`src/rtl/core/pbw_pkg.sv`:
```
package pbw_pkg;

    localparam int DEF_SRC_MAX_WIDTH  = 512;
    localparam int DEF_SRC_MAX_HEIGHT = 512;
    localparam int DEF_CHANNELS       = 3;
    localparam int DEF_DST_COORD_BITS = 12;

    localparam int CH_W        = 8;
    localparam int COEF_W      = 32;
    localparam int FRAC        = 16;
    localparam int W_W         = FRAC + 1;
    localparam int QSCALE      = 32;
    localparam int OFS_SHIFT   = 12;
    localparam int WOFS_SHIFT  = 16;
    localparam int SIZE_W      = 13;
    localparam int SIZE_CFG_W  = 10;
    localparam int MIN_SIZE    = 2;
    localparam int CFG_IDX_W   = 3;
    localparam int CFG_DATA_W  = 64;
    localparam int QUEUE_DEPTH = 4;
    localparam int BANKS       = 4;

    localparam logic [W_W-1:0] ONE_W = W_W'(1) << FRAC;

    typedef enum logic [CFG_IDX_W-1:0] {
        REG_ROW_X      = 3'd0,
        REG_ROW_Y      = 3'd1,
        REG_ROW_W      = 3'd2,
        REG_OFFSETS    = 3'd3,
        REG_W_OFFSET   = 3'd4,
        REG_SRC_WIDTH  = 3'd5,
        REG_SRC_HEIGHT = 3'd6
    } cfg_idx_t;

    typedef enum logic {
        KIND_WRITE   = 1'b0,
        KIND_REQUEST = 1'b1
    } kind_t;

    typedef struct packed {
        logic  valid;
        kind_t kind;
    } ctl_t;

    typedef struct packed {
        logic signed [COEF_W-1:0] h00;
        logic signed [COEF_W-1:0] h01;
        logic signed [COEF_W-1:0] h10;
        logic signed [COEF_W-1:0] h11;
        logic signed [COEF_W-1:0] h20;
        logic signed [COEF_W-1:0] h21;
        logic signed [COEF_W-1:0] h02;
        logic signed [COEF_W-1:0] h12;
        logic signed [COEF_W-1:0] h22;
        logic [SIZE_W-1:0]        width;
        logic [SIZE_W-1:0]        height;
    } coef_t;

    function automatic int max2(input int a, input int b);
        return (a > b) ? a : b;
    endfunction

    // Quotient bits: 16 fraction bits plus enough integer bits for the largest size.
    function automatic int quot_bits(input int w, input int h);
        return FRAC + $clog2(max2(w, h));
    endfunction

    function automatic logic [SIZE_W-1:0] clamp_size(input logic [SIZE_CFG_W-1:0] v,
                                                      input logic [SIZE_W-1:0] maxv);
        logic [SIZE_W-1:0] s;
        s = SIZE_W'(v);
        if (s < SIZE_W'(MIN_SIZE)) s = SIZE_W'(MIN_SIZE);
        if (s > maxv) s = maxv;
        return s;
    endfunction

endpackage

```
`src/rtl/core/pbw_queue.sv`:
```
module pbw_queue #(
    parameter int WIDTH = 49,
    parameter int DEPTH = 4
) (
    input  logic             clk,
    input  logic             rst_n,
    input  logic             push,
    input  logic [WIDTH-1:0] push_data,
    output logic             full,
    output logic             out_valid,
    output logic [WIDTH-1:0] out_data
);
    import pbw_pkg::*;

    localparam int PTR_W = $clog2(DEPTH);
    localparam int CNT_W = $clog2(DEPTH + 1);

    logic [WIDTH-1:0] slot_reg [0:DEPTH-1];
    logic [PTR_W-1:0] wr_ptr_reg, wr_ptr_next, rd_ptr_reg, rd_ptr_next;
    logic [CNT_W-1:0] count_reg, count_next;
    logic             pop;

    // The back end never stalls: pop whenever something is held.
    assign pop       = (count_reg != '0);
    assign out_valid = pop;
    assign out_data  = slot_reg[rd_ptr_reg];
    assign full      = (count_reg == CNT_W'(DEPTH));

    always_comb
    begin
        wr_ptr_next = wr_ptr_reg;
        rd_ptr_next = rd_ptr_reg;
        count_next  = count_reg;
        if (push)
        begin
            wr_ptr_next = (wr_ptr_reg == PTR_W'(DEPTH - 1)) ? '0 : wr_ptr_reg + 1'b1;
        end
        if (pop)
        begin
            rd_ptr_next = (rd_ptr_reg == PTR_W'(DEPTH - 1)) ? '0 : rd_ptr_reg + 1'b1;
        end
        if (push && !pop)
        begin
            count_next = count_reg + 1'b1;
        end
        else if (pop && !push)
        begin
            count_next = count_reg - 1'b1;
        end
    end

    always_ff @(posedge clk or negedge rst_n)
    begin
        if (!rst_n)
        begin
            wr_ptr_reg <= '0;
            rd_ptr_reg <= '0;
            count_reg  <= '0;
        end
        else
        begin
            wr_ptr_reg <= wr_ptr_next;
            rd_ptr_reg <= rd_ptr_next;
            count_reg  <= count_next;
        end
    end

    always_ff @(posedge clk)
    begin
        if (push)
        begin
            slot_reg[wr_ptr_reg] <= push_data;
        end
    end

    a_count_bound: assert property (@(posedge clk) disable iff (!rst_n)
        count_reg <= CNT_W'(DEPTH))
        else $error("queue count beyond depth");

    a_no_overflow: assert property (@(posedge clk) disable iff (!rst_n)
        push |-> !full)
        else $error("push into full queue");

    a_count_inc: assert property (@(posedge clk) disable iff (!rst_n)
        (push && !pop) |=> (count_reg == $past(count_reg) + CNT_W'(1)))
        else $error("queue count lost an item");

endmodule

```
`config.mk`:
```
export PLATFORM = sky130hd
export DESIGN_NAME = pbw_queue
export DESIGN_NICKNAME = d
export VERILOG_FILES = /design/src/rtl/core/pbw_pkg.sv /design/src/rtl/core/pbw_queue.sv
export SDC_FILE = /design/constraint.sdc
export NUM_CORES = 1
export LEC_CHECK = 0
export BUFFER_PORTS_ARGS = -buffer_cell sky130_fd_sc_hd__buf_2
export CELL_PAD_IN_SITES_DETAIL_PLACEMENT = 0
export CELL_PAD_IN_SITES_GLOBAL_PLACEMENT = 1
export CORE_AREA = 2 2 145 217
export DETAILED_ROUTE_END_ITERATION = 8
export DIE_AREA = 0 0 147 219
export PLACE_DENSITY_LB_ADDON = 0.1
export RECOVER_POWER = 25
export SLEW_MARGIN = 20
export SYNTH_ARGS = -nofsm -noshare
export SYNTH_HDL_FRONTEND = slang
export SYNTH_SLANG_ARGS = --single-unit
export TNS_END_PERCENT = 5
```
`constraint.sdc`:
```
create_clock -name clk -period 3.95 [get_ports clk]
set_clock_uncertainty 0.05 [all_clocks]
set_input_delay 0.9875 -clock clk [delete_from_list [all_inputs] [get_ports clk]]
set_output_delay 0.9875 -clock clk [all_outputs]
set_load 0.02 [all_outputs]
```
* Word-level counts from Yosys, hierarchy flattened
Memories as Yosys holds them, arrays and structs flattened.
Index checks and enable logic that the tools add are counted.
** Word-level totals
- Input bits :: 52
- Output and inout bits :: 51
- Memory bits (writable) :: 196
- Logic and storage cells :: 23
- Flip-flop bits (word level) :: 7
- Memories :: 1
** Cells by class
- Add/subtract/negate cells :: 4
- Reduce and logical (&&, ||, !) cells :: 6
- Multiplexer cells :: 6
- Equal/unequal tests :: 3
** Memory list
- slot_reg :: words 4, bits a word 49, read ports 1, clocked after memory_dff 0, write ports 1, line pbw_queue.sv:18 : logic [WIDTH-1:0] slot_reg [0:DEPTH-1];
** Operator list (count)
- $mux W3 :: 2
- $add A2 B1 Y2 const B :: 2
- $eq A2 B2 Y1 const B :: 2
- $mux W2 :: 2
- $add A3 B1 Y3 const B :: 1
- $eq A3 B3 Y1 const B :: 1
- $reduce_bool A3 Y1 :: 1
- $sub A3 B1 Y3 const B :: 1
- $logic_and A1 B1 Y1 :: 2
- $logic_not A1 Y1 :: 2
- $mux W1 :: 2
- $reduce_bool A2 Y1 :: 1

* Logic depth before layout (Yosys ltp)
- Word-level depth :: 4
- Depth in mapped cells :: 5
- Depth with buffers taken out :: 5

* Worst setup path before layout
Ideal clock, no wire load.
- Path type :: input port to flip-flop
- Start point :: input port push
- End point :: memory slot_reg[1][0] (enable)
- Buffers on the path :: 0
- Required time :: 3.489 ns
- Slack :: 1.329 ns
- Arrival time :: 2.160 ns
- Stages on the path :: 1
- Path through :: and2_1
** Between the ends
- Cells in the longest elaborated chain, start to end :: 2
** Ends and longest elaborated chain
- from (decl) :: line pbw_queue.sv:7 : input logic push,
- $mux W1 :: line pbw_queue.sv:70 : if (push)
- $mux W1 (implied by the code) :: line pbw_queue.sv:72 : slot_reg[wr_ptr_reg] <= push_data;
- to (decl) :: line pbw_queue.sv:18
Every way passes these cells.

* Worst setup path in the final report
- Start point :: register rd_ptr_reg[0]
- End point :: output port out_data[1]
** Between the ends
- Cells in the longest elaborated chain, start to end :: 1
** Ends and longest elaborated chain
- from (decl) :: line pbw_queue.sv:19 : logic [PTR_W-1:0] wr_ptr_reg, wr_ptr_next, rd_ptr_reg, rd_ptr_next;
- from (signal assigned) :: line pbw_queue.sv:63 : rd_ptr_reg <= rd_ptr_next;
- $mem_v2 Z4 W49
- to (decl) :: line pbw_queue.sv:11 : output logic [WIDTH-1:0] out_data
Every way passes these cells.

==> impl_metrics.csv <==
group,metric,value,unit
detailed_routing,drt.antenna.violating_nets,0,
cts,cts_hold_buf,0,
cells_and_area,flip_flop_count_of_the_largest_register_after_layout,196,
worst_setup_path,cp_slowest_cell,"sky130_fd_sc_hd__dfrtp_4",
power_and_ir_drop,power.density_cell_area,761,nW/um2
detailed_routing,postRouteWirelength,16200,um
worst_setup_path,cp.arrival,2.28,ns
cts,cts_tree,"done",
grt,global_route.usage.total,10.2,%
timing,report.final.setup_viol,0,
placed_design,final_weighted_congestion_of_routability_driven_global_placement,0.643,
cts,htreeDepth,1,
floorplanning,placeableCoreArea,30300,um2
placed_design,dp.final_hpwl,9160,um
worst_hold_path,timing.hold.worst.class,"input port to async pin",
worst_setup_path,cp-start-kind,"register",
synthesis,synth_seq_cells,203,
synthesis,yosys.cell_types.count,22,
synthesis,synthesis.yosys.warnings,0,
worst_setup_path,worst_path_largest_cell_delay,0.66,ns
status,outcome,"completed",
floorplanning,initial_core_utilization,24.8,%
detailed_routing,routedLengthMet1,6220,um
timing,grt_setup_unrepaired,"no",
detailed_routing,top_layer,"met5",
timing,finalSetupTns,0,ns
cts,cts-buffers-inserted,23,
synthesis,syn-cell-area,7490,um2
cts,cts_setup_buffers,0,
timing,slew_headroom,43.2,%
worst_setup_path,critical_path_class,"register to output port",
floorplanning,die_height,219,um
run,cap_violations,0,
worst_setup_path,critical_path_peak_fanout,17,
cells_and_area,storage_element_area,6070,um2
cells_and_area,final_nets,475,
timing,min_period,3.32,ns
cells_and_area,fillCellCount,2990,
power_and_ir_drop,share_clk_of_total_power,27.5,%
grt,antenna_violations_before_repair,3,
floorplanning,placementRows,78,
cts,clock_sink_count,203,
power_and_ir_drop,cell_internal_power,4.76,mW
timing,timing.fmax,0.301,GHz
power_and_ir_drop,fin_total_pwr,6.94,mW
detailed_routing,vias_per_cell,4.06,
detailed_routing,detailedRoute.firstPassIterationCount,4,
power_and_ir_drop,total_switching_power,2.18,mW
synthesis,synth_cells,295,
synthesis,synth.avg_cell_area,25.4,um2
floorplanning,io_pins,103,
power_and_ir_drop,worst_ir_drop_vdd,0.274,mV
cts,worstSkewPairLatency,0.52,ns
cts,clk_transition_reported_paths,0.06,ns
detailed_routing,wl_met3,953,um
cts,cts_root_buffer,"sky130_fd_sc_hd__clkbuf_16",
grt,globalRouteOverflowTotal,0,
power_and_ir_drop,netSwitchingFraction,31.4,%
cts,ctsResizeCount,0,
timing,period_share,84.1,%
detailed_routing,wl_per_cell,19.5,um
detailed_routing,route.met2.wl,8560,um
power_and_ir_drop,comb_power_share,29.5,%
cells_and_area,post_route_cells_drive_above_1_share,37.2,%
floorplanning,die_x,147,um
grt,global_route_wire_length_before_repair,24200,um
detailed_routing,drt_drc_violations_left,0,
detailed_routing,detailroute.via_count,3367,
grt,via_count_of_the_first_global_routing_pass,3816,
power_and_ir_drop,power.share.sequential,43.0,%
worst_setup_path,critPathBufInv,2,
worst_setup_path,critical_path.cell_chain,"buf_4, mux4_2, buf_2",
floorplanning,design.die.area,32200,um2
timing,finalMaxSlewViolations,0,
cells_and_area,multiInputGateArea,1330,um2
cells_and_area,area_delta_synth_final,21.8,%
cts,maximum_buffer_depth_of_the_clock_tree,3,
grt,maximum_number_of_pins_on_one_net_before_global_route_repair,50,
cells_and_area,layout.core_utilization,30.2,%
worst_setup_path,timing.critical_path.max_delay_family,"flip-flops",
detailed_routing,dr_iter_0_viols,163,
synthesis,syn_nets,353,
timing,final_hold_viol_count,0,
timing,worst_slew_pin_slew,0.851,ns
power_and_ir_drop,leakagePower,2.98,nW
worst_setup_path,critical_path_required,2.91,ns
worst_setup_path,setup.worst_path.end_class,"output port",
placed_design,port_buffers,102,
synthesis,synth_sequential_area_ratio,80.9,%
==> path summary, 6_finish.rpt <==
path	to	slack [ns]	from	cells after the start
setup / recovery	out_data[1]	0.63	rd_ptr_reg[0]$_DFFE_PN0P_	3
min in group clk	count_reg[2]$_DFFE_PN0P_	0.46	count_reg[2]$_DFFE_PN0P_	1
hold reg to reg	count_reg[2]$_DFFE_PN0P_	0.46	count_reg[2]$_DFFE_PN0P_	1
setup reg to reg	slot_reg[0][29]$_DFFE_PP_	2.00	wr_ptr_reg[0]$_DFFE_PN0P_	4
hold / removal	count_reg[2]$_DFFE_PN0P_	0.34	rst_n	1
max in group asynchronous	rd_ptr_reg[0]$_DFFE_PN0P_	3.15	rst_n	1
==> power groups by stage <==
stage / Clock [mW] / Sequential [mW] / Combinational [mW]
after floorplan: 0 / 2.89 / 1.53
after global placement: 0 / 3.03 / 2.14
after detailed placement: 0 / 3.04 / 2.15
after CTS: 1.99 / 3.00 / 2.15
after global routing: 2.08 / 3.03 / 2.22
final: 1.91 / 2.98 / 2.05
==> kinds of logic after synthesis <==
kind of cell               share of synthesized area [%]
DFF                                                 80.9
xor gates and xnor gates                           0.468
buffers and inverters                               1.44
and+or+nand+nor                                    0.885
muxes                                               14.9
AOI/OAI and AO/OA                                  0.401
adders and majority gates                           1.00
==> cell type report <==
class,instances,share of cell area (%)
multi-input cells,76,14.5
well taps,400,5.48
flip-flops and latches,203,66.5
repair buffers,109,6.14
clock buffers,30,6.60
inverters,4,0.165
clock inverters,5,0.548
diodes,2,0.0548
==> routing by layer <==
layer  vias to the layer above  GRT usage (%)
met5                         -              0
met4                         2           4.13
met3                        24           2.68
met2                        83           18.3
met1                      1765           11.7
li1                       1493              -
==> synthesized netlist by cell type, drive strengths merged <==
cell type	n	area [um2]
nor3	2	15.0
a21o	2	15.0
nand2	1	3.75
inv	4	15.0
ha	6	75.1
and2	4	25.0
dfrtp	7	175
nor2	1	3.75
clkbuf	1	3.75
o21ai	3	15.0
nor3b	1	7.51
xnor2	2	17.5
nand3	1	5.00
mux2	1	11.3
buf	11	88.8
xor2	2	17.5
mux4	49	1100
edfxtp	196	5890
or3	1	6.26
==> placed cells by master, fill, tap and decap left out, types with 4 or more instances in the layout <==
cell / instances
sky130_fd_sc_hd__and2_2: 4
sky130_fd_sc_hd__edfxtp_1: 196
sky130_fd_sc_hd__dfrtp_1: 5
sky130_fd_sc_hd__clkbuf_1: 39
sky130_fd_sc_hd__ha_1: 6
sky130_fd_sc_hd__clkbuf_16: 23
sky130_fd_sc_hd__buf_4: 4
sky130_fd_sc_hd__mux4_2: 49
sky130_fd_sc_hd__inv_1: 4
sky130_fd_sc_hd__buf_2: 70
==> stage by stage <==
stage	worst slack (ns)	hold WS (ns)	std cells	instance area, um2
floorplan	1.33	0.427	295	7490
global placement	1.11	0.448	792	8510
detailed placement	1.11	0.447	792	8510
CTS	0.532	0.228	827	9160
global route	0.476	0.351	827	9120
finish	0.629	0.343	829	9130
Power figures use the tool's default switching activity.
